==> config.mk <==
export PLATFORM = sky130hd
export DESIGN_NAME = ascii_nocase_substring_match
export DESIGN_NICKNAME = d
export VERILOG_FILES = /design/src/hdl/ancsm_pkg.sv /design/src/hdl/ancsm_match_cmp.sv /design/src/hdl/ascii_nocase_substring_match.sv
export SDC_FILE = /design/constraint.sdc
export NUM_CORES = 1
export LEC_CHECK = 0
export ABC_AREA = 1
export ABC_CLOCK_PERIOD_IN_PS = 8400
export BUFFER_PORTS_ARGS = -buffer_cell sky130_fd_sc_hd__buf_2
export CELL_PAD_IN_SITES_DETAIL_PLACEMENT = 0
export CELL_PAD_IN_SITES_GLOBAL_PLACEMENT = 1
export CORE_ASPECT_RATIO = 1.25
export CORE_MARGIN = 2
export CORE_UTILIZATION = 44
export DETAILED_ROUTE_END_ITERATION = 6
export GPL_ROUTABILITY_DRIVEN = 0
export PLACE_DENSITY = 0.77
export SLEW_MARGIN = 20
export SYNTH_ARGS = -nofsm -noshare
export SYNTH_HDL_FRONTEND = slang
export SYNTH_HIERARCHICAL = 1
export SYNTH_SLANG_ARGS = --single-unit
==> constraint.sdc <==
create_clock -name clock -period 8.4 [get_ports clock]
set_clock_uncertainty 0.2 [all_clocks]
set_input_delay 0.84 -clock clock [delete_from_list [all_inputs] [get_ports clock]]
set_output_delay 0.84 -clock clock [all_outputs]
set_load 0.01 [all_outputs]
==> src/hdl/ancsm_pkg.sv <==
`timescale 1ns / 1ps
// Package for the case-insensitive substring matcher.
// Shared constants, register indexes and the ASCII case-fold function.
// No dependencies.
package ancsm_pkg;

   localparam int PATTERN_BYTES_DEFAULT = 16;
   localparam int PATTERN_REG_BYTES     = 16;
   localparam int PATTERN_LEN_W         = 5;
   localparam int CSR_DATA_W            = 64;
   localparam int CSR_INDEX_W           = 2;

   localparam logic [CSR_INDEX_W-1:0] CSR_PATTERN_LENGTH = 2'd0;
   localparam logic [CSR_INDEX_W-1:0] CSR_PATTERN_LOW    = 2'd1;
   localparam logic [CSR_INDEX_W-1:0] CSR_PATTERN_HIGH   = 2'd2;

   localparam logic [7:0] CHAR_UPPER_A = 8'h41;
   localparam logic [7:0] CHAR_UPPER_Z = 8'h5A;
   localparam logic [7:0] CHAR_LOWER_A = 8'h61;

   // Fold A..Z to a..z, pass every other byte unchanged.
   function automatic logic [7:0] fold_byte(input logic [7:0] b);
      logic [7:0] res;
      res = b;
      if ((b >= CHAR_UPPER_A) && (b <= CHAR_UPPER_Z)) begin
         res = b + (CHAR_LOWER_A - CHAR_UPPER_A);
      end
      return res;
   endfunction

endpackage

==> src/hdl/ancsm_match_cmp.sv <==
`timescale 1ns / 1ps
// Parallel pattern compare against the byte history of the text.
// Uses PATTERN_BYTES from the top level; depends on nothing else.
module ancsm_match_cmp #(
   parameter int PATTERN_BYTES = 16,
   parameter int LEN_W         = $clog2(PATTERN_BYTES + 1)
) (
   input  logic [LEN_W-1:0]                  active_len,
   input  logic [PATTERN_BYTES-1:0][7:0]     pattern_folded,
   input  logic [PATTERN_BYTES-1:0][7:0]     history,
   output logic                              all_equal
);

   localparam int IDX_W = (PATTERN_BYTES > 1) ? $clog2(PATTERN_BYTES) : 1;

   logic [PATTERN_BYTES-1:0] pos_ok;

   // Pattern byte j lines up with the history byte of age len-1-j.
   for (genvar j = 0; j < PATTERN_BYTES; j++) begin : g_pos
      logic [LEN_W-1:0] age;
      logic             needed;
      assign needed    = LEN_W'(j) < active_len;
      assign age       = active_len - LEN_W'(1) - LEN_W'(j);
      assign pos_ok[j] = !needed || (pattern_folded[j] == history[age[IDX_W-1:0]]);
   end

   assign all_equal = &pos_ok;

endmodule

==> src/hdl/ascii_nocase_substring_match.sv <==
`timescale 1ns / 1ps
// Top level of the case-insensitive substring matcher.
// Depends on ancsm_pkg and ancsm_match_cmp.
//
//   channel   direction  handshake        payload
//   req_      in         valid / ready    text_byte[7:0], final_byte, text_empty
//   rsp_      out        valid / ready    contains
//   csr_      in         write_enable     index[1:0], write_data[63:0]
//
// One text byte per cycle when req_ready is high: each item is compared against
// all pattern positions at once and the state advances in the cycle it is accepted.
// An item that ends the text puts its answer in the result register the
// next cycle. req_ready drops only while a result waits and rsp_ready is low.
// Synchronous active-high reset clears control state and the pattern
// registers; the byte window holds no reset value and is never read stale.
module ascii_nocase_substring_match #(
   parameter int PATTERN_BYTES = ancsm_pkg::PATTERN_BYTES_DEFAULT
) (
   input  logic                                 clock,
   input  logic                                 reset,
   input  logic                                 req_valid,
   output logic                                 req_ready,
   input  logic [7:0]                           req_text_byte,
   input  logic                                 req_final_byte,
   input  logic                                 req_text_empty,
   output logic                                 rsp_valid,
   input  logic                                 rsp_ready,
   output logic                                 rsp_contains,
   input  logic                                 csr_write_enable,
   input  logic [ancsm_pkg::CSR_INDEX_W-1:0]    csr_index,
   input  logic [ancsm_pkg::CSR_DATA_W-1:0]     csr_write_data
);

   localparam int LEN_W = $clog2(PATTERN_BYTES + 1);

   // Pattern registers
   logic [ancsm_pkg::PATTERN_LEN_W-1:0] pattern_length_ff;
   logic [ancsm_pkg::CSR_DATA_W-1:0]    pattern_low_ff;
   logic [ancsm_pkg::CSR_DATA_W-1:0]    pattern_high_ff;
   logic [2*ancsm_pkg::CSR_DATA_W-1:0]  pattern_regs;

   // Per-text state
   logic [LEN_W-1:0] bytes_seen_ff, bytes_seen_in;
   logic             found_ff, found_in;

   // Result register
   logic rsp_valid_ff, rsp_valid_in;
   logic rsp_contains_ff, rsp_contains_in;

   logic                              req_fire;
   logic                              text_end;
   logic [7:0]                        cur_byte;
   logic [LEN_W-1:0]                  active_len;
   logic [PATTERN_BYTES-1:0][7:0]     pattern_folded;
   logic [PATTERN_BYTES-1:0][7:0]     history;
   logic                              all_equal;
   logic                              seen_enough;
   logic                              hit;

   // Configuration writes; an index past the register list is dropped.
   always_ff @(posedge clock) begin
      if (reset) begin
         pattern_length_ff <= '0;
         pattern_low_ff    <= '0;
         pattern_high_ff   <= '0;
      end else if (csr_write_enable) begin
         case (csr_index)
            ancsm_pkg::CSR_PATTERN_LENGTH: begin
               pattern_length_ff <= csr_write_data[ancsm_pkg::PATTERN_LEN_W-1:0];
            end
            ancsm_pkg::CSR_PATTERN_LOW: begin
               pattern_low_ff <= csr_write_data;
            end
            ancsm_pkg::CSR_PATTERN_HIGH: begin
               pattern_high_ff <= csr_write_data;
            end
            default: begin
            end
         endcase
      end
   end

   assign pattern_regs = {pattern_high_ff, pattern_low_ff};

   // Clamp the length to the pattern storage.
   assign active_len = (int'(pattern_length_ff) > PATTERN_BYTES) ?
                       LEN_W'(PATTERN_BYTES) : LEN_W'(pattern_length_ff);

   // Fold the pattern; bytes past the two registers read as zero.
   for (genvar j = 0; j < PATTERN_BYTES; j++) begin : g_pat
      if (j < ancsm_pkg::PATTERN_REG_BYTES) begin : g_reg
         assign pattern_folded[j] = ancsm_pkg::fold_byte(pattern_regs[8*j +: 8]);
      end else begin : g_zero
         assign pattern_folded[j] = 8'h00;
      end
   end

   assign cur_byte   = ancsm_pkg::fold_byte(req_text_byte);
   assign history[0] = cur_byte;

   assign req_ready = !rsp_valid_ff || rsp_ready;
   assign req_fire  = req_valid && req_ready;
   assign text_end  = req_final_byte || req_text_empty;

   // Window of past folded bytes, newest in entry 0. Only entries that the
   // byte count proves written are ever compared, so it needs no clearing.
   if (PATTERN_BYTES > 1) begin : g_win
      logic [PATTERN_BYTES-2:0][7:0] window_ff;

      always_ff @(posedge clock) begin
         if (req_fire && !text_end) begin
            window_ff[0] <= cur_byte;
            for (int k = 1; k < PATTERN_BYTES - 1; k++) begin
               window_ff[k] <= window_ff[k-1];
            end
         end
      end

      for (genvar a = 1; a < PATTERN_BYTES; a++) begin : g_hist
         assign history[a] = window_ff[a-1];
      end
   end

   ancsm_match_cmp #(
      .PATTERN_BYTES (PATTERN_BYTES),
      .LEN_W         (LEN_W)
   ) u_cmp (
      .active_len     (active_len),
      .pattern_folded (pattern_folded),
      .history        (history),
      .all_equal      (all_equal)
   );

   // Match needs len bytes including this one; empty pattern always hits.
   assign seen_enough = ({1'b0, bytes_seen_ff} + (LEN_W + 1)'(1)) >= {1'b0, active_len};
   assign hit         = seen_enough && all_equal;

   always_comb begin
      bytes_seen_in   = bytes_seen_ff;
      found_in        = found_ff;
      rsp_valid_in    = rsp_valid_ff && !rsp_ready;
      rsp_contains_in = rsp_contains_ff;
      if (req_fire) begin
         if (text_end) begin
            // Emit the answer and drop the text state.
            rsp_valid_in    = 1'b1;
            rsp_contains_in = req_text_empty ? (active_len == '0) : (found_ff || hit);
            bytes_seen_in   = '0;
            found_in        = 1'b0;
         end else begin
            found_in = found_ff || hit;
            if (bytes_seen_ff != LEN_W'(PATTERN_BYTES)) begin
               bytes_seen_in = bytes_seen_ff + LEN_W'(1);
            end
         end
      end
   end

   always_ff @(posedge clock) begin
      if (reset) begin
         bytes_seen_ff <= '0;
         found_ff      <= 1'b0;
         rsp_valid_ff  <= 1'b0;
      end else begin
         bytes_seen_ff <= bytes_seen_in;
         found_ff      <= found_in;
         rsp_valid_ff  <= rsp_valid_in;
      end
   end

   always_ff @(posedge clock) begin
      rsp_contains_ff <= rsp_contains_in;
   end

   assign rsp_valid    = rsp_valid_ff;
   assign rsp_contains = rsp_contains_ff;

   // An item that ends the text always yields a result next cycle.
   assert property (@(posedge clock) disable iff (reset)
      req_fire && text_end |=> rsp_valid_ff)
      else $error("text end did not produce a result");

   // Text state is cleared after the end of a text.
   assert property (@(posedge clock) disable iff (reset)
      req_fire && text_end |=> (bytes_seen_ff == '0) && !found_ff)
      else $error("text state not cleared");

   // An empty text matches exactly an empty pattern.
   assert property (@(posedge clock) disable iff (reset)
      req_fire && req_text_empty |=> rsp_contains_ff == ($past(active_len) == '0))
      else $error("empty text answer wrong");

   // Byte count saturates at the pattern storage size.
   assert property (@(posedge clock) disable iff (reset)
      int'(bytes_seen_ff) <= PATTERN_BYTES)
      else $error("byte count past saturation");

   // A mid-text byte bumps the count unless already saturated.
   assert property (@(posedge clock) disable iff (reset)
      req_fire && !text_end |=> bytes_seen_ff != '0)
      else $error("byte count did not advance");

endmodule

**After elaboration in Yosys (flattened, before gate mapping)**

Cells that the tools add are included.

- Output and inout bits: 3
- Latch bits: 0
- Memory bits (read-only): 0
- Memory bits (writable): 0
- Bits in registers: 261
- Memories: 0
- Input port bits: 81
- Logic and storage cells: 268

- Bitwise operators: 0
- Reduce and logical (&&, ||, !) cells: 68
- Div/mod/pow operators: 0
- Multiply operators: 0
- Add/sub/neg operators: 35
- Order comparisons: 68
- Multiplexer cells: 56
- Equality and inequality tests: 19
- Shift operators: 0

Operator list:

| kind | number |
|---|---|
| 8-bit binary-select mux with 4-bit select | 16 |
| 8-bit two-way mux | 33 |
| 8-bit by 6-bit adder with 8-bit output, second input constant | 17 |
| 8-bit by 7-bit greater-or-equal comparator with 1-bit output, second input constant | 17 |
| 8-bit by 7-bit <= comparator with 1-bit output, second input constant | 17 |
| 8-bit == test | 16 |
| 4-bit by 5-bit less-than comparator with 1-bit output, second input constant | 16 |
| 4-bit by 5-bit less-than comparator with 1-bit output, first input constant | 8 |
| 4-bit subtractor, second input constant | 8 |
| 1-bit logical AND | 21 |
| 3-bit by 5-bit less-than comparator with 1-bit output, first input constant | 4 |
| 1-bit zero test | 19 |
| 1-bit logical OR | 19 |
| 16-bit AND reduction | 1 |
| 4-bit by 3-bit subtractor with 4-bit output, second input constant | 4 |
| 5-bit two-way mux | 3 |
| 1-bit by 5-bit less-than comparator with 1-bit output, first input constant | 2 |
| 2-bit by 5-bit less-than comparator with 1-bit output, first input constant | 2 |
| 2-bit AND reduction | 5 |
| 4-bit by 1-bit subtractor with 4-bit output, second input constant | 2 |
| 4-bit by 2-bit subtractor with 4-bit output, second input constant | 2 |
| 5-bit by 1-bit adder with 6-bit output, second input constant | 1 |
| 6-bit by 5-bit greater-or-equal comparator with 1-bit output | 1 |
| 5-bit by 1-bit adder with 5-bit output, second input constant | 1 |
| 8 further kinds | 11 |

**Longest topological paths before layout**

Gate-level depths: netlist of run 1.

- Word-level depth: 12
- Depth in mapped cells: 33
- Depth with buffers taken out: 31

**By module**

The synthesis of run 1 kept the hierarchy.

By module, submodules not included:

| module | area an instance (µm²) | cells an instance | seq. area each (µm²) | times used |
|---|---|---|---|---|
| ancsm_match_cmp | 10461.3 | 2470 | 0.0 | 1 |
| ascii_nocase_substring_match | 10005.8 | 1005 | 6436.2 | 1 |

**Worst setup path before layout of run 1**

OpenSTA, ideal clock, no wires.

- Path type: input to register
- Start point: input port rsp_ready
- End point: register bytes_seen_ff[2]
- Buffers on the path: 0
- Arrival time: 6.559 ns
- Required time: 8.130 ns
- Cell stages on the path: 7
- Setup slack: 1.571 ns
- Library setup time: 0.070 ns
- Path through: inv_1 -> nand2_2 -> nand2_2 -> nor3_2 -> and2_4 -> nand2_1 -> a21oi_1

- Cells in the longest elaborated chain, start to end: 3

Ends and longest elaborated chain:

| element | RTL line | text |
|---|---|---|
| start: declaration | ascii_nocase_substring_match.sv:27 | `input logic rsp_ready,` |
| 1-bit logical OR | ascii_nocase_substring_match.sv:101 | `assign req_ready = !rsp_valid_ff \|\| rsp_ready;` |
| via req_ready | ascii_nocase_substring_match.sv:22 | `output logic req_ready,` |
| 1-bit logical AND | ascii_nocase_substring_match.sv:102 | `assign req_fire = req_valid && req_ready;` |
| 2-bit AND reduction (no line) | - |  |
| end signal: assignment | ascii_nocase_substring_match.sv:165 | `bytes_seen_ff <= bytes_seen_in;` |
| end: declaration | ascii_nocase_substring_match.sv:43 | `logic [LEN_W-1:0] bytes_seen_ff, bytes_seen_in;` |

The timed path passes the listed nets, and every way through them passes these cells.
A chain may end at the register's enable or synchronous reset.

**Final worst setup path of run 1**

- Start point: register pattern_length_ff[4] (netlist name)
- End point: register rsp_contains_ff, in the netlist rsp_contains (data pin)

- Cells in the longest elaborated chain, start to end: 12

Ends and longest elaborated chain:

| element | RTL line | text |
|---|---|---|
| start: declaration | ascii_nocase_substring_match.sv:37 | `logic [ancsm_pkg::PATTERN_LEN_W-1:0] pattern_length_ff;` |
| start signal: assignment | ascii_nocase_substring_match.sv:69 | `pattern_length_ff <= csr_write_data[ancsm_pkg::PATTERN_LEN_W-1:0];` |
| 5-bit > comparator * | ascii_nocase_substring_match.sv:86 | `assign active_len = (int'(pattern_length_ff) > PATTERN_BYTES) ?` |
| 5-bit two-way mux * | ascii_nocase_substring_match.sv:86 |  |
| via active_len[1] | ascii_nocase_substring_match.sv:53 | `logic [LEN_W-1:0] active_len;` |
| 4-bit by 1-bit subtractor with 4-bit output | ancsm_match_cmp.sv:23 | `assign age = active_len - LEN_W'(1) - LEN_W'(j);` |
| 4-bit by 1-bit subtractor with 4-bit output (tied with other cells) | ancsm_match_cmp.sv:23 |  |
| 8-bit binary-select mux with 4-bit select | ancsm_match_cmp.sv:24 | `assign pos_ok[j] = !needed \|\| (pattern_folded[j] == history[age[IDX_W-1:0]]);` |
| 8-bit two-way mux (implied by the code) | ancsm_match_cmp.sv:24 |  |
| 8-bit == test | ancsm_match_cmp.sv:24 |  |
| 1-bit logical OR | ancsm_match_cmp.sv:24 |  |
| 16-bit AND reduction * | ancsm_match_cmp.sv:27 | `assign all_equal = &pos_ok;` |
| via all_equal | ascii_nocase_substring_match.sv:56 | `logic all_equal;` |
| 1-bit logical AND * | ascii_nocase_substring_match.sv:136 | `assign hit = seen_enough && all_equal;` |
| 1-bit logical OR * | ascii_nocase_substring_match.sv:147 | `rsp_contains_in = req_text_empty ? (active_len == '0) : (found_ff \|\| hit);` |
| 1-bit two-way mux * | ascii_nocase_substring_match.sv:147 |  |
| end signal: assignment | ascii_nocase_substring_match.sv:172 | `rsp_contains_ff <= rsp_contains_in;` |
| end: declaration | ascii_nocase_substring_match.sv:48 | `logic rsp_contains_ff, rsp_contains_in;` |

Mark *: on every way through the listed nets, which the timed path passes. The rest lies on a longest branch. The select of a mux whose other input is x is not followed.

==> impl_results.html, run 1 <==
<table>
<tr><th>Metric</th><th>Value</th></tr>
<tr><th colspan="2">Cells and area</th></tr>
<tr><td>Storage cell area</td><td>0.00644 sq mm</td></tr>
<tr><td>Synthesis-to-layout area growth</td><td>6.96%</td></tr>
<tr><td>Net total in the final layout</td><td>3557</td></tr>
<tr><td>Post-route cell area</td><td>0.0219 sq mm</td></tr>
<tr><td>Share of layout cells above drive strength 1</td><td>0.0553</td></tr>
<tr><td>Final cell utilization of the core</td><td>0.476</td></tr>
<tr><td>Area occupied by multi-input gates</td><td>0.0121 sq mm</td></tr>
<tr><td>Antenna diodes</td><td>0</td></tr>
<tr><td>FILL cells</td><td>4965</td></tr>
<tr><th colspan="2">Timing</th></tr>
<tr><td>Ratio of final minimum period to clock period</td><td>0.657</td></tr>
<tr><td>Smallest setup slack after layout</td><td>2880 ps</td></tr>
<tr><td>Worst-Margin Slew</td><td>1060 ps</td></tr>
<tr><td>Final count of negative-setup-slack endpoints</td><td>0</td></tr>
<tr><td>Setup repair after global routing missed its margin</td><td>no</td></tr>
<tr><td>Highest clock rate</td><td>0.181 GHz</td></tr>
<tr><td>Relative slew margins</td><td>0.293</td></tr>
<tr><td>Post-route minimum period</td><td>5520 ps</td></tr>
<tr><td>Pins Over Slew Limit</td><td>0</td></tr>
<tr><td>Accumulated negative setup slack</td><td>0 ps</td></tr>
<tr><td>Final Hold Viols</td><td>0</td></tr>
<tr><th colspan="2">Synthesis</th></tr>
<tr><td>Total nets after synthesis</td><td>3582</td></tr>
<tr><td>Most frequent cell after synthesis</td><td>sky130_fd_sc_hd__nand2_1</td></tr>
<tr><td>Synth Instances</td><td>3475</td></tr>
<tr><td>Register bit count reported by yosys</td><td>261</td></tr>
<tr><td>Area fraction in compound gates after synthesis</td><td>0.0878</td></tr>
<tr><td>Synth cell count leaders</td><td>sky130_fd_sc_hd__nand2_1 (1612), sky130_fd_sc_hd__nand3_1 (406), sky130_fd_sc_hd__nor2_1 (278)</td></tr>
<tr><td>Number of flops mapped to enable cells by yosys</td><td>121</td></tr>
<tr><td>Fraction of the mapped netlist area in adder cells</td><td>0.0159</td></tr>
<tr><td>Distinct cells, synth</td><td>36</td></tr>
<tr><td>Largest area contributor in the synthesized netlist</td><td>sky130_fd_sc_hd__nand2_1</td></tr>
<tr><td>Syn Std Cell Area</td><td>0.0205 sq mm</td></tr>
<tr><td>Top post-synthesis cells by area</td><td>sky130_fd_sc_hd__nand2_1 (30%), sky130_fd_sc_hd__edfxtp_1 (18%), sky130_fd_sc_hd__dfxtp_1 (14%)</td></tr>
<tr><td>Mux share of post-synthesis cell area</td><td>0</td></tr>
<tr><td>Main combinational cell family by area after synthesis</td><td>simple AND/OR/NAND/NOR gates</td></tr>
<tr><td>Top_reg_cell synth</td><td>sky130_fd_sc_hd__dfxtp_1</td></tr>
<tr><td>Post-synth ARST share</td><td>0</td></tr>
<tr><td>Mapped Avg Cell Area</td><td>5.89 sq um</td></tr>
<tr><td>Xor and xnor fraction of the mapped netlist area</td><td>0.00128</td></tr>
<tr><td>Total number of yosys warnings</td><td>6</td></tr>
<tr><td>Synthesized-area fraction occupied by and/or/nand/nor cells</td><td>0.484</td></tr>
<tr><td>Sequential element share of the synthesized area</td><td>0.314</td></tr>
<tr><td>Fraction of post-synthesis cell area in the top cell type by area</td><td>0.296</td></tr>
<tr><th colspan="2">Worst setup path</th></tr>
<tr><td>Critical path arrival</td><td>5790 ps</td></tr>
<tr><td>Sort of element at the end of the critical path</td><td>register</td></tr>
<tr><td>Cell count of the worst reg-to-reg path</td><td>29</td></tr>
<tr><td>Most repeated library cell on the critical path</td><td>sky130_fd_sc_hd__nand2_1</td></tr>
<tr><td>Nature of the critical path startpoint</td><td>register</td></tr>
<tr><td>Delay of the slowest cell on the worst path</td><td>650 ps</td></tr>
<tr><td>Reg2Reg Setup Slack</td><td>2880 ps</td></tr>
<tr><td>Worst endpoint required time</td><td>8670 ps</td></tr>
<tr><td>Worst setup path class</td><td>register to register</td></tr>
<tr><td>Worst R2R Start</td><td>pattern_length_ff[4]</td></tr>
<tr><td>RR Endpoint</td><td>rsp_contains</td></tr>
<tr><td>Cell at the slowest stage of the critical path</td><td>sky130_fd_sc_hd__buf_4</td></tr>
<tr><td>Largest driver fanout on the critical path</td><td>73</td></tr>
<tr><th colspan="2">Global route</th></tr>
<tr><td>Remaining global-route overflow</td><td>0</td></tr>
<tr><td>Maximum number of pins on one net before global-route repair</td><td>182</td></tr>
<tr><td>Combined global-route utilization of all metal layers</td><td>0.304</td></tr>
<tr><td>Number of global-route vias before repair</td><td>20100</td></tr>
<tr><td>First-pass GRT wire length</td><td>114000 microns</td></tr>
<tr><td>Initial antenna violation count</td><td>0</td></tr>
<tr><th colspan="2">Outcome</th></tr>
<tr><td>Result of the run</td><td>finished clean</td></tr>
<tr><th colspan="2">Hold path</th></tr>
<tr><td>Hold Path Depth</td><td>3</td></tr>
<tr><td>Worst hold path startpoint</td><td>csr_write_data[39]</td></tr>
<tr><td>Worst-case hold path end point</td><td>pattern_high_ff[39]</td></tr>
<tr><td>Worst hold path type</td><td>input port to register</td></tr>
<tr><th colspan="2">Floorplan</th></tr>
<tr><td>Die boundary width</td><td>197 microns</td></tr>
<tr><td>Std-Cell Rows</td><td>88</td></tr>
<tr><td>Number of I/O pins</td><td>84</td></tr>
<tr><td>Area enclosed by the die boundary</td><td>0.0483 sq mm</td></tr>
<tr><td>Height of the die</td><td>245 microns</td></tr>
<tr><td>Std-Cell Core Area</td><td>0.0460 sq mm</td></tr>
<tr><td>Starting density of the core</td><td>0.445</td></tr>
<tr><th colspan="2">Routing</th></tr>
<tr><td>Detailed router's first-iteration violation count</td><td>1902</td></tr>
<tr><td>First-pass detailed-route iteration total</td><td>6</td></tr>
<tr><td>Post-detailed-route count of antenna-violating nets</td><td>0</td></tr>
<tr><td>Average vias per placed instance</td><td>5.41</td></tr>
<tr><td>DR vias</td><td>21900</td></tr>
<tr><td>DRC Markers</td><td>0</td></tr>
<tr><td>Aggregate routed wire length</td><td>73800 microns</td></tr>
<tr><td>Average wire length per cell after detail routing</td><td>18.2 microns</td></tr>
<tr><th colspan="2">Pwr</th></tr>
<tr><td>Total power</td><td>4.31 mW</td></tr>
<tr><td>Pwr dens</td><td>197 mW/mm^2</td></tr>
<tr><td>Leakage Power</td><td>10.9 nW</td></tr>
<tr><td>Max rail drop VDD</td><td>162 uV</td></tr>
<tr><th colspan="2">CTS</th></tr>
<tr><td>Later-pin clock latency in the skew report</td><td>600 ps</td></tr>
<tr><td>Cts repair resizes</td><td>0</td></tr>
<tr><td>Number of buffers inserted by hold repair at cts</td><td>0</td></tr>
<tr><td>Clock-pin transition on the worst setup and hold timing paths</td><td>70 ps</td></tr>
<tr><td>TritonCTS clock tree</td><td>done</td></tr>
<tr><td>Number of buffers inserted during clock tree synthesis</td><td>29</td></tr>
<tr><td>Root cell of the clock tree</td><td>sky130_fd_sc_hd__clkbuf_16</td></tr>
<tr><td>Number of sinks handled by clock tree synthesis</td><td>261</td></tr>
<tr><td>Number of setup buffers added after CTS</td><td>0</td></tr>
<tr><td>Number of H-tree levels</td><td>1</td></tr>
<tr><td>Buffer depth of the longest clock path</td><td>3</td></tr>
<tr><th colspan="2">Placement</th></tr>
<tr><td>Placed wire-length estimate</td><td>55600 microns</td></tr>
<tr><td>Area post-placement</td><td>0.0209 sq mm</td></tr>
<tr><td>Worst slack at placement</td><td>2950 ps</td></tr>
<tr><td>Number of buffers added on ports</td><td>83</td></tr>
<tr><th colspan="2">Job</th></tr>
<tr><td>Number of maximum-capacitance constraint violations</td><td>0</td></tr>
</table>
-- worst max-delay path, delay by kind of cell, from the launching register on --
kind,cells,cell delay [ps]
buffers and inverters,6,1680
AND/OR/NAND/NOR,21,2430
flip-flops,1,560
adder cells (fa/ha/maj),1,180
AO/OA/AOI/OAI,1,310
-- power breakdown --
part / total (mW) / internal [mW] / switching [mW]
combinational: 1.53 / 0.446 / 1.09
clock: 1.34 / 0.767 / 0.574
sequential: 1.43 / 1.38 / 0.0561
-- cells in the final DEF, fill, tap and decap left out, types with 2 or more instances in the layout --
cell type	netlist	final
sky130_fd_sc_hd__a21oi_1	75	75
sky130_fd_sc_hd__o21ai_1	33	33
sky130_fd_sc_hd__nand3_2	2	2
sky130_fd_sc_hd__and2_1	2	2
sky130_fd_sc_hd__xor2_1	3	3
sky130_fd_sc_hd__nor2_1	278	276
sky130_fd_sc_hd__o21bai_1	17	17
sky130_fd_sc_hd__buf_2	81	83
sky130_fd_sc_hd__nand2_2	19	21
sky130_fd_sc_hd__o21ai_0	166	166
sky130_fd_sc_hd__inv_4	1	2
sky130_fd_sc_hd__nand3b_1	52	52
sky130_fd_sc_hd__clkbuf_8	0	11
sky130_fd_sc_hd__dfxtp_1	140	140
sky130_fd_sc_hd__clkinv_2	0	7
sky130_fd_sc_hd__buf_4	21	19
sky130_fd_sc_hd__ha_1	26	25
sky130_fd_sc_hd__nor2_4	0	2
sky130_fd_sc_hd__clkbuf_16	0	31
sky130_fd_sc_hd__nor2_2	2	2
sky130_fd_sc_hd__edfxtp_1	121	121
sky130_fd_sc_hd__nand2_1	1612	1610
sky130_fd_sc_hd__o211ai_1	37	37
sky130_fd_sc_hd__nor3_1	35	35
sky130_fd_sc_hd__inv_1	275	275
sky130_fd_sc_hd__inv_2	4	4
sky130_fd_sc_hd__nand3_1	406	406
-- per-layer routing --
metal  up-vias  track usage  share of wire
li1      11000            -              -
met1     10100        0.412           0.45
met2       679        0.475           0.43
met3       139       0.0354          0.060
met4         0        0.161          0.059
met5         -            0              0
-- metrics by stage --
| stage | hold WS (ps) | cells |
|---|---|---|
| after floorplan | 245 | 3475 |
| after detailed placement | 263 | 4004 |
| after global placement | 257 | 4004 |
| after global routing | 282 | 4057 |
| final | 277 | 4057 |
| after CTS | 268 | 4057 |
-- registers in the layout, summed over array words and instances (netlist names) --
| register | count |
|---|---|
| bytes_seen_ff | 5 |
| found_ff | 1 |
| g_win.window_ff | 120 |
| pattern_high_ff | 64 |
| pattern_length_ff | 5 |
| pattern_low_ff | 64 |
| rsp_contains | 1 |
| rsp_valid | 1 |
-- cell families after synthesis --
| group | Yosys count |
|---|---|
| AO/OA/AOI/OAI | 331 |
| XOR/XNOR | 3 |
| AND/OR/NAND/NOR | 2413 |
| flip-flops | 261 |
| adder cells (fa/ha/maj) | 26 |
| buffers and inverters | 441 |
-- cell type report --
type | count | area share
multi-input cells | 2773 | 0.552
inverters | 281 | 0.0483
repair buffers | 104 | 0.0269
clock buffers | 43 | 0.0425
well taps | 585 | 0.0334
clock inverters | 10 | 0.00314
flip-flops and latches | 261 | 0.294
-- worst max-delay path by stage --
stage,from,to,slack (ps),cells past startpoint
2_1_floorplan,rsp_ready,bytes_seen_ff[2],1570,7
3_3_place_gp,pattern_length_ff[4],rsp_contains,3060,27
3_5_place_dp,pattern_length_ff[4],rsp_contains,2950,29
4_1_cts,pattern_length_ff[4],rsp_contains,2910,29
5_1_grt,pattern_length_ff[4],rsp_contains,2260,29
6_report,pattern_length_ff[4],rsp_contains,2880,29
Note: power is estimated with default switching activity, not from simulation.
==> inputs of run 2 (changes only) <==
ABC_CLOCK_PERIOD_IN_PS = 4650   (was 8400)
CORE_UTILIZATION = 40   (was 44)
PLACE_DENSITY = 0.74   (was 0.77)
clock period = 4.65 ns   (was 8.4 ns; I/O delays follow)
==> impl_results.html, run 2 (same netlist as run 1, synthesis figures left out) <==
<table>
<tr><th>Metric</th><th>Value</th></tr>
<tr><th colspan="2">Floorplan</th></tr>
<tr><td>Area enclosed by the die boundary</td><td>0.0530 sq mm (was 0.0483 sq mm)</td></tr>
<tr><td>Number of I/O pins</td><td>84 (unchanged)</td></tr>
<tr><td>Height of the die</td><td>257 microns (was 245 microns)</td></tr>
<tr><td>Die boundary width</td><td>206 microns (was 197 microns)</td></tr>
<tr><td>Starting density of the core</td><td>0.405 (was 0.445)</td></tr>
<tr><td>Std-Cell Rows</td><td>92 (was 88)</td></tr>
<tr><td>Std-Cell Core Area</td><td>0.0505 sq mm (was 0.0460 sq mm)</td></tr>
<tr><th colspan="2">Worst setup path</th></tr>
<tr><td>Delay of the slowest cell on the worst path</td><td>430 ps (was 650 ps)</td></tr>
<tr><td>Cell count of the worst reg-to-reg path</td><td>29 (unchanged)</td></tr>
<tr><td>Reg2Reg Setup Slack</td><td>410 ps (was 2880 ps)</td></tr>
<tr><td>Largest driver fanout on the critical path</td><td>45 (was 73)</td></tr>
<tr><td>RR Endpoint</td><td>rsp_contains (unchanged)</td></tr>
<tr><td>CP startpoint</td><td>pattern_length_ff[4] (unchanged)</td></tr>
<tr><td>Worst setup path class</td><td>register to register (unchanged)</td></tr>
<tr><td>Nature of the critical path startpoint</td><td>register (unchanged)</td></tr>
<tr><td>Cell at the slowest stage of the critical path</td><td>sky130_fd_sc_hd__dfxtp_2 (was sky130_fd_sc_hd__buf_4)</td></tr>
<tr><td>Most repeated library cell on the critical path</td><td>sky130_fd_sc_hd__nand2_1 (unchanged)</td></tr>
<tr><td>Critical path arrival</td><td>4510 ps (was 5790 ps)</td></tr>
<tr><td>Worst endpoint required time</td><td>4930 ps (was 8670 ps)</td></tr>
<tr><td>Sort of element at the end of the critical path</td><td>register (unchanged)</td></tr>
<tr><td>Worst R2R Start</td><td>pattern_length_ff[4] (unchanged)</td></tr>
<tr><th colspan="2">Routing</th></tr>
<tr><td>Aggregate routed wire length</td><td>75700 microns (was 73800 microns)</td></tr>
<tr><td>DR vias</td><td>22400 (was 21900)</td></tr>
<tr><td>Average wire length per cell after detail routing</td><td>18.0 microns (was 18.2 microns)</td></tr>
<tr><td>Average vias per placed instance</td><td>5.33 (was 5.41)</td></tr>
<tr><td>DRC Markers</td><td>0 (unchanged)</td></tr>
<tr><td>Detailed router's first-iteration violation count</td><td>1776 (was 1902)</td></tr>
<tr><td>First-pass detailed-route iteration total</td><td>5 (was 6)</td></tr>
<tr><td>Post-detailed-route count of antenna-violating nets</td><td>0 (unchanged)</td></tr>
<tr><th colspan="2">Timing</th></tr>
<tr><td>Smallest setup slack after layout</td><td>412 ps (was 2880 ps)</td></tr>
<tr><td>Ratio of final minimum period to clock period</td><td>0.911 (was 0.657)</td></tr>
<tr><td>Relative slew margins</td><td>0.368 (was 0.293)</td></tr>
<tr><td>Accumulated negative setup slack</td><td>0 ps (unchanged)</td></tr>
<tr><td>Final count of negative-setup-slack endpoints</td><td>0 (unchanged)</td></tr>
<tr><td>Pins Over Slew Limit</td><td>0 (unchanged)</td></tr>
<tr><td>Worst-Margin Slew</td><td>946 ps (was 1060 ps)</td></tr>
<tr><td>Post-route minimum period</td><td>4240 ps (was 5520 ps)</td></tr>
<tr><td>Highest clock rate</td><td>0.236 GHz (was 0.181 GHz)</td></tr>
<tr><td>Final Hold Viols</td><td>0 (unchanged)</td></tr>
<tr><th colspan="2">Cells and area</th></tr>
<tr><td>Synthesis-to-layout area growth</td><td>12.2% (was 6.96%)</td></tr>
<tr><td>Largest register FFs</td><td>120 (unchanged)</td></tr>
<tr><td>Net total in the final layout</td><td>3640 (was 3557)</td></tr>
<tr><td>Most common cell after layout, fill and taps aside</td><td>sky130_fd_sc_hd__nand2_1 (unchanged)</td></tr>
<tr><td>Register bank with the most flops</td><td>g_win.window_ff (unchanged)</td></tr>
<tr><td>FILL cells</td><td>5345 (was 4965)</td></tr>
<tr><td>Largest regs</td><td>g_win.window_ff (120), pattern_high_ff (64), pattern_low_ff (64) (unchanged)</td></tr>
<tr><td>Share of layout cells above drive strength 1</td><td>0.0605 (was 0.0553)</td></tr>
<tr><td>Antenna diodes</td><td>0 (unchanged)</td></tr>
<tr><td>Commonest non-fill, non-tap cells in the layout</td><td>sky130_fd_sc_hd__nand2_1 (1608), sky130_fd_sc_hd__nand3_1 (405), sky130_fd_sc_hd__inv_1 (275) (was sky130_fd_sc_hd__nand2_1 (1610), sky130_fd_sc_hd__nand3_1 (406), sky130_fd_sc_hd__nor2_1 (276))</td></tr>
<tr><th colspan="2">Global route</th></tr>
<tr><td>First-pass GRT wire length</td><td>115000 microns (was 114000 microns)</td></tr>
<tr><td>Combined global-route utilization of all metal layers</td><td>0.281 (was 0.304)</td></tr>
<tr><td>Maximum number of pins on one net before global-route repair</td><td>182 (unchanged)</td></tr>
<tr><td>Initial antenna violation count</td><td>0 (unchanged)</td></tr>
<tr><td>Number of global-route vias before repair</td><td>20600 (was 20100)</td></tr>
<tr><td>Remaining global-route overflow</td><td>0 (unchanged)</td></tr>
<tr><th colspan="2">Hold path</th></tr>
<tr><td>Hold Path Depth</td><td>3 (unchanged)</td></tr>
<tr><td>Worst hold path startpoint</td><td>csr_write_data[14] (was csr_write_data[39])</td></tr>
<tr><td>Worst hold path type</td><td>input port to register (unchanged)</td></tr>
<tr><td>Worst-case hold path end point</td><td>pattern_high_ff[14] (was pattern_high_ff[39])</td></tr>
<tr><th colspan="2">Placement</th></tr>
<tr><td>Number of buffers added on ports</td><td>83 (unchanged)</td></tr>
<tr><td>Worst slack at placement</td><td>193 ps (was 2950 ps)</td></tr>
<tr><td>Placed wire-length estimate</td><td>57600 microns (was 55600 microns)</td></tr>
<tr><th colspan="2">Pwr</th></tr>
<tr><td>Max rail drop VDD</td><td>324 uV (was 162 uV)</td></tr>
<tr><td>Switch Pwr</td><td>3.19 mW (was 1.72 mW)</td></tr>
<tr><td>Clock share of power</td><td>0.310 (was 0.311)</td></tr>
<tr><td>Leakage Power</td><td>11.3 nW (was 10.9 nW)</td></tr>
<tr><td>Proportion of power drawn by combinational gates</td><td>0.365 (was 0.356)</td></tr>
<tr><td>Pwr dens</td><td>347 mW/mm^2 (was 197 mW/mm^2)</td></tr>
<tr><td>Sequential fraction of design power</td><td>0.325 (was 0.333)</td></tr>
<tr><td>Share of total power consumed by net switching</td><td>0.400 (was 0.398)</td></tr>
<tr><td>Pint</td><td>4.77 mW (was 2.59 mW)</td></tr>
<tr><th colspan="2">CTS</th></tr>
<tr><td>Buffer depth of the longest clock path</td><td>3 (unchanged)</td></tr>
<tr><td>Clock-pin transition on the worst setup and hold timing paths</td><td>60 ps (was 70 ps)</td></tr>
<tr><td>Later-pin clock latency in the skew report</td><td>620 ps (was 600 ps)</td></tr>
<tr><td>Number of H-tree levels</td><td>1 (unchanged)</td></tr>
<tr><td>Root cell of the clock tree</td><td>sky130_fd_sc_hd__clkbuf_16 (unchanged)</td></tr>
<tr><td>TritonCTS clock tree</td><td>done (unchanged)</td></tr>
<tr><td>Number of sinks handled by clock tree synthesis</td><td>261 (unchanged)</td></tr>
<tr><td>Number of buffers inserted during clock tree synthesis</td><td>30 (was 29)</td></tr>
<tr><th colspan="2">Outcome</th></tr>
<tr><td>Result of the run</td><td>finished clean (unchanged)</td></tr>
<tr><th colspan="2">Job</th></tr>
<tr><td>Number of maximum-capacitance constraint violations</td><td>0 (unchanged)</td></tr>
</table>
[run 2: cell count changes in the layout (fill, tap and decap cells not counted), sizes merged]
cell,previous run,this run
buf,104,118
clkinv,8,9
dlygate4sd3,0,66
inv,282,284
nand2,1632,1633
[run 2: stage by stage]
| stage | cell area (sq um) | cells | total power [mW] | hold slack, ps | util |
|---|---|---|---|---|---|
| 2_1_floorplan | 20500 | 3475 | 4.66 | 245 | - |
| 6_report | 23000 | 4214 | 7.96 | 18.9 | 0.454 |
| 3_5_place_dp | 21200 | 4088 | 5.42 | 268 | 0.419 |
| 5_1_grt | 23000 | 4214 | 8.44 | 18.1 | 0.454 |
| 4_1_cts | 22800 | 4209 | 7.93 | 0.581 | 0.452 |
| 3_3_place_gp | 21200 | 4088 | 5.38 | 259 | 0.419 |
[run 2: worst max-delay path by stage]
stage                        to  slack (ps)
6_report           rsp_contains         410
5_1_grt            rsp_contains         -10
4_1_cts            rsp_contains         170
3_5_place_dp       rsp_contains         190
3_3_place_gp       rsp_contains         280
2_1_floorplan  bytes_seen_ff[2]         180
[run 2: layer usage]
layer | vias to the layer above | GRT usage | share of wire
met1 | 10400 | 0.377 | 0.44
met4 | 0 | 0.120 | 0.047
met2 | 700 | 0.454 | 0.45
met5 | - | 0 | 0
li1 | 11200 | - | -
met3 | 142 | 0.0362 | 0.066
[run 2: area by class of cell]
type / count / area [sq um] / area share
clock buffer: 42 / 921 / 0.0401
tap: 658 / 823 / 0.0359
multi-input combinational: 2774 / 12100 / 0.529
sequential: 261 / 6440 / 0.280
clock inverter: 13 / 108 / 0.00469
timing repair buffer: 185 / 1480 / 0.0643
inverter: 281 / 1060 / 0.0460
[run 2: power groups by stage]
stage,registers (mW),logic [mW],clock network (mW)
CTS,2.59,2.84,2.51
global route,2.60,3.26,2.58
global placement,2.63,2.75,0
finish,2.59,2.91,2.47
detailed placement,2.64,2.78,0
floorplan,2.60,2.06,0
[run 2: repair_timing]
action                                  in CTS  in global routing
setup buffers                                0                  3
hold buffers                                66                  0
resized for setup                            0                 13
endpoints found under the setup margin       0                  2
endpoints found under the hold margin      129                  0
[run 2: critical path: cells and delay by family (launching register included)]
kind | cells | cell delay [ps]
DFF | 1 | 430
buffers and inverters | 6 | 860
adders and majority gates | 1 | 330
AOI/OAI and AO/OA | 1 | 250
and+or+nand+nor | 21 | 2010
==> inputs of run 3 (changes only) <==
ABC_AREA = 0   (was 1)
CORE_UTILIZATION = 46   (was 40)
==> impl_results.html, run 3 <==
<table>
<tr><th>Metric</th><th>Value</th></tr>
<tr><th colspan="2">Timing</th></tr>
<tr><td>Smallest setup slack after layout</td><td>-27.0 ps (was 412 ps)</td></tr>
<tr><td>Highest clock rate</td><td>0.214 GHz (was 0.236 GHz)</td></tr>
<tr><td>Pins Over Slew Limit</td><td>0 (unchanged)</td></tr>
<tr><td>Final Hold Viols</td><td>0 (unchanged)</td></tr>
<tr><td>Post-route minimum period</td><td>4680 ps (was 4240 ps)</td></tr>
<tr><td>Worst-Margin Slew</td><td>884 ps (was 946 ps)</td></tr>
<tr><td>Relative slew margins</td><td>0.410 (was 0.368)</td></tr>
<tr><td>Final count of negative-setup-slack endpoints</td><td>1 (was 0)</td></tr>
<tr><td>Setup repair after global routing missed its margin</td><td>yes</td></tr>
<tr><td>Ratio of final minimum period to clock period</td><td>1.01 (was 0.911)</td></tr>
<tr><th colspan="2">Synthesis</th></tr>
<tr><td>Synth Instances</td><td>1866 (was 3475)</td></tr>
<tr><td>Sequential element share of the synthesized area</td><td>0.337 (was 0.314)</td></tr>
<tr><td>Synth cell count leaders</td><td>sky130_fd_sc_hd__nand2_1 (325), sky130_fd_sc_hd__mux2i_1 (174), sky130_fd_sc_hd__a21oi_1 (150) (was sky130_fd_sc_hd__nand2_1 (1612), sky130_fd_sc_hd__nand3_1 (406), sky130_fd_sc_hd__nor2_1 (278))</td></tr>
<tr><td>Total nets after synthesis</td><td>1973 (was 3582)</td></tr>
<tr><td>Top_reg_cell synth</td><td>sky130_fd_sc_hd__dfxtp_1 (unchanged)</td></tr>
<tr><td>Syn Std Cell Area</td><td>0.0191 sq mm (was 0.0205 sq mm)</td></tr>
<tr><td>Post-synth ARST share</td><td>0 (unchanged)</td></tr>
<tr><td>Top post-synthesis cells by area</td><td>sky130_fd_sc_hd__edfxtp_1 (19%), sky130_fd_sc_hd__dfxtp_1 (15%), sky130_fd_sc_hd__mux4_2 (13%) (was sky130_fd_sc_hd__nand2_1 (30%), sky130_fd_sc_hd__edfxtp_1 (18%), sky130_fd_sc_hd__dfxtp_1 (14%))</td></tr>
<tr><td>Largest area contributor in the synthesized netlist</td><td>sky130_fd_sc_hd__edfxtp_1 (was sky130_fd_sc_hd__nand2_1)</td></tr>
<tr><td>Distinct cells, synth</td><td>99 (was 36)</td></tr>
<tr><td>Total number of yosys warnings</td><td>6 (unchanged)</td></tr>
<tr><td>Register bit count reported by yosys</td><td>261 (unchanged)</td></tr>
<tr><td>Most frequent cell after synthesis</td><td>sky130_fd_sc_hd__nand2_1 (unchanged)</td></tr>
<tr><td>Fraction of post-synthesis cell area in the top cell type by area</td><td>0.190 (was 0.296)</td></tr>
<tr><td>Number of flops mapped to enable cells by yosys</td><td>121 (unchanged)</td></tr>
<tr><td>Mapped Avg Cell Area</td><td>10.2 sq um (was 5.89 sq um)</td></tr>
<tr><th colspan="2">Worst setup path</th></tr>
<tr><td>Sum of buffers and inverters on the critical path</td><td>6 (unchanged)</td></tr>
<tr><td>CP delay by family, top</td><td>simple AND/OR/NAND/NOR gates (unchanged)</td></tr>
<tr><td>Critical-path cell list</td><td>inv_2 &gt; nand2_2 &gt; inv_2 &gt; inv_2 &gt; ha_4 &gt; buf_12 &gt; buf_12 &gt; mux2_2 &gt; mux2_4 &gt; nand2_4 &gt; a22oi_2 &gt; or3_1 &gt; a211o_1 &gt; or4_4 &gt; o31ai_4 &gt; o32ai_2 &gt; nor4_2 &gt; buf_4 &gt; a31oi_1 &gt; nor4_1</td></tr>
<tr><td>Most repeated library cell on the critical path</td><td>sky130_fd_sc_hd__inv_2 (was sky130_fd_sc_hd__nand2_1)</td></tr>
<tr><td>Logic depth of the worst setup path including buffers</td><td>20 (was 29)</td></tr>
<tr><td>Delay of the slowest cell on the worst path</td><td>580 ps (was 430 ps)</td></tr>
<tr><td>Largest driver fanout on the critical path</td><td>8 (was 45)</td></tr>
<tr><td>Critical path arrival</td><td>4950 ps (was 4510 ps)</td></tr>
<tr><td>Reg2Reg Setup Slack</td><td>-30 ps (was 410 ps)</td></tr>
<tr><td>Worst endpoint required time</td><td>4930 ps (about the same)</td></tr>
<tr><td>Cell count of the worst reg-to-reg path</td><td>20 (was 29)</td></tr>
<tr><td>Worst setup path class</td><td>register to register (unchanged)</td></tr>
<tr><td>Cell at the slowest stage of the critical path</td><td>sky130_fd_sc_hd__or4_4 (was sky130_fd_sc_hd__dfxtp_2)</td></tr>
<tr><td>Sort of element at the end of the critical path</td><td>register (unchanged)</td></tr>
<tr><td>Nature of the critical path startpoint</td><td>register (unchanged)</td></tr>
<tr><th colspan="2">Pwr</th></tr>
<tr><td>Pwr dens</td><td>296 mW/mm^2 (was 347 mW/mm^2)</td></tr>
<tr><td>Leakage Power</td><td>9.05 nW (was 11.3 nW)</td></tr>
<tr><td>Max rail drop VDD</td><td>265 uV (was 324 uV)</td></tr>
<tr><th colspan="2">Cells and area</th></tr>
<tr><td>Share of layout cells above drive strength 1</td><td>0.299 (was 0.0605)</td></tr>
<tr><td>Synthesis-to-layout area growth</td><td>24.2% (was 12.2%)</td></tr>
<tr><td>Register bank with the most flops</td><td>g_win.window_ff (unchanged)</td></tr>
<tr><td>Final cell utilization of the core</td><td>0.579 (was 0.454)</td></tr>
<tr><td>Largest regs</td><td>g_win.window_ff (120), pattern_high_ff (64), pattern_low_ff (64) (unchanged)</td></tr>
<tr><td>Largest register FFs</td><td>120 (unchanged)</td></tr>
<tr><td>Most common cell after layout, fill and taps aside</td><td>sky130_fd_sc_hd__nand2_1 (unchanged)</td></tr>
<tr><td>FILL cells</td><td>3486 (was 5345)</td></tr>
<tr><td>Antenna diodes</td><td>0 (unchanged)</td></tr>
<tr><td>Commonest non-fill, non-tap cells in the layout</td><td>sky130_fd_sc_hd__nand2_1 (321), sky130_fd_sc_hd__buf_4 (192), sky130_fd_sc_hd__mux2i_1 (165) (was sky130_fd_sc_hd__nand2_1 (1608), sky130_fd_sc_hd__nand3_1 (405), sky130_fd_sc_hd__inv_1 (275))</td></tr>
<tr><td>Net total in the final layout</td><td>2267 (was 3640)</td></tr>
<tr><th colspan="2">Floorplan</th></tr>
<tr><td>Die boundary width</td><td>186 microns (was 206 microns)</td></tr>
<tr><td>Height of the die</td><td>232 microns (was 257 microns)</td></tr>
<tr><td>Std-Cell Core Area</td><td>0.0410 sq mm (was 0.0505 sq mm)</td></tr>
<tr><td>Std-Cell Rows</td><td>83 (was 92)</td></tr>
<tr><td>Area enclosed by the die boundary</td><td>0.0432 sq mm (was 0.0530 sq mm)</td></tr>
<tr><td>Starting density of the core</td><td>0.466 (was 0.405)</td></tr>
<tr><td>Number of I/O pins</td><td>84 (unchanged)</td></tr>
<tr><th colspan="2">Outcome</th></tr>
<tr><td>Result of the run</td><td>finished, violations left (was finished clean)</td></tr>
<tr><td>Violated checks</td><td>setup timing</td></tr>
<tr><th colspan="2">Hold path</th></tr>
<tr><td>Hold Path Depth</td><td>2 (was 3)</td></tr>
<tr><td>Worst hold path type</td><td>input port to register (unchanged)</td></tr>
<tr><th colspan="2">CTS</th></tr>
<tr><td>Number of buffers inserted during clock tree synthesis</td><td>29 (was 30)</td></tr>
<tr><td>Later-pin clock latency in the skew report</td><td>580 ps (was 620 ps)</td></tr>
<tr><td>Clock-pin transition on the worst setup and hold timing paths</td><td>70 ps (was 60 ps)</td></tr>
<tr><td>Number of sinks handled by clock tree synthesis</td><td>261 (unchanged)</td></tr>
<tr><td>Number of H-tree levels</td><td>1 (unchanged)</td></tr>
<tr><td>Buffer depth of the longest clock path</td><td>3 (unchanged)</td></tr>
<tr><td>Root cell of the clock tree</td><td>sky130_fd_sc_hd__clkbuf_16 (unchanged)</td></tr>
<tr><td>TritonCTS clock tree</td><td>done (unchanged)</td></tr>
<tr><th colspan="2">Global route</th></tr>
<tr><td>Number of global-route vias before repair</td><td>15800 (was 20600)</td></tr>
<tr><td>Maximum number of pins on one net before global-route repair</td><td>82 (was 182)</td></tr>
<tr><td>Remaining global-route overflow</td><td>0 (unchanged)</td></tr>
<tr><td>Combined global-route utilization of all metal layers</td><td>0.283 (was 0.281)</td></tr>
<tr><td>Initial antenna violation count</td><td>0 (unchanged)</td></tr>
<tr><td>First-pass GRT wire length</td><td>94800 microns (was 115000 microns)</td></tr>
<tr><th colspan="2">Placement</th></tr>
<tr><td>Number of buffers added on ports</td><td>83 (unchanged)</td></tr>
<tr><td>Placed wire-length estimate</td><td>47200 microns (was 57600 microns)</td></tr>
<tr><td>Worst slack at placement</td><td>-222 ps (was 193 ps)</td></tr>
<tr><th colspan="2">Routing</th></tr>
<tr><td>Post-detailed-route count of antenna-violating nets</td><td>0 (unchanged)</td></tr>
<tr><td>First-pass detailed-route iteration total</td><td>6 (was 5)</td></tr>
<tr><td>Detailed router's first-iteration violation count</td><td>1283 (was 1776)</td></tr>
<tr><td>Average wire length per cell after detail routing</td><td>22.8 microns (was 18.0 microns)</td></tr>
<tr><td>Average vias per placed instance</td><td>6.00 (was 5.33)</td></tr>
<tr><td>Aggregate routed wire length</td><td>62400 microns (was 75700 microns)</td></tr>
<tr><td>DR vias</td><td>16400 (was 22400)</td></tr>
<tr><td>DRC Markers</td><td>0 (unchanged)</td></tr>
<tr><th colspan="2">Job</th></tr>
<tr><td>Number of maximum-capacitance constraint violations</td><td>0 (unchanged)</td></tr>
</table>
[run 3: where the power goes]
group	leakage [nW]	internal [mW]	switching, mW
Combinational	6.32	0.999	1.07
Sequential	2.25	2.47	0.0812
Clock	0.483	1.40	1.01
Total	9.05	4.87	2.17
[run 3: layout make-up]
type | instances | area (sq um) | area share
Inverter | 44 | 170 | 0.00717
Timing Repair Buffer | 382 | 3250 | 0.137
Tap cell | 552 | 691 | 0.0291
Clock inverter | 16 | 191 | 0.00806
Sequential cell | 261 | 6440 | 0.271
Multi-Input combinational cell | 1442 | 12200 | 0.514
Clock buffer | 37 | 806 | 0.0339
[run 3: what timing repair did]
action                                  CTS  global route
cloned                                    0             3
buffers inserted                          9            21
hold endpoints to repair                135             0
gates resized for setup                  26            83
endpoints found under the setup margin    2             2
pin swaps                                 6            19
hold buffers                             66             0
[run 3: cells by family (layout without fill, tap and decap cells)]
family,Yosys count,count (layout),share of synthesized area
AND/OR/NAND/NOR,548,548,0.133
AO/OA/AOI/OAI,375,375,0.131
multiplexers,364,364,0.271
flip-flops,261,261,0.337
buffers and inverters,163,479,0.0484
XOR/XNOR,129,129,0.0626
adder cells (fa/ha/maj),26,26,0.0170
[run 3: path summary, 6_finish.rpt]
check                                          start                  end
worst max-delay path            pattern_length_ff[4]             found_ff
worst min-delay path                req_text_byte[0]   g_win.window_ff[0]
worst max register to register  pattern_length_ff[4]             found_ff
worst min register to register   g_win.window_ff[83]  g_win.window_ff[91]
[run 3: worst reg2reg max path, delay by kind of cell (launching register included)]
family | cells | cell delay [ps]
AND/OR/NAND/NOR | 6 | 1610
AO/OA/AOI/OAI | 5 | 690
multiplexers | 2 | 670
buffers and inverters | 6 | 640
adder cells (fa/ha/maj) | 1 | 390
flip-flops | 1 | 360
[run 3: per-layer routing]
metal | track usage | wire length, microns | up-vias | part of all wire
met3 | 0.0335 | 3690 | 152 | 0.059
met4 | 0.143 | 3520 | 0 | 0.056
met5 | 0 | 0 | - | 0
li1 | - | - | 7584 | -
met1 | 0.360 | 25300 | 8103 | 0.40
met2 | 0.477 | 30000 | 578 | 0.48
[run 3: per-stage QoR]
step / instance area [sq um] / hold WS, ps / power (mW) / cells / TNS [ps]
2_1_floorplan: 19200 / 236 / 3.81 / 1866 / -108
3_3_place_gp: 21300 / 254 / 4.45 / 2580 / -72.1
3_5_place_dp: 21300 / 264 / 4.48 / 2581 / -353
4_1_cts: 23100 / 8.66 / 6.97 / 2709 / 0
5_1_grt: 23700 / 34.2 / 7.30 / 2734 / -222
6_report: 23700 / 21.9 / 7.04 / 2734 / -27.0
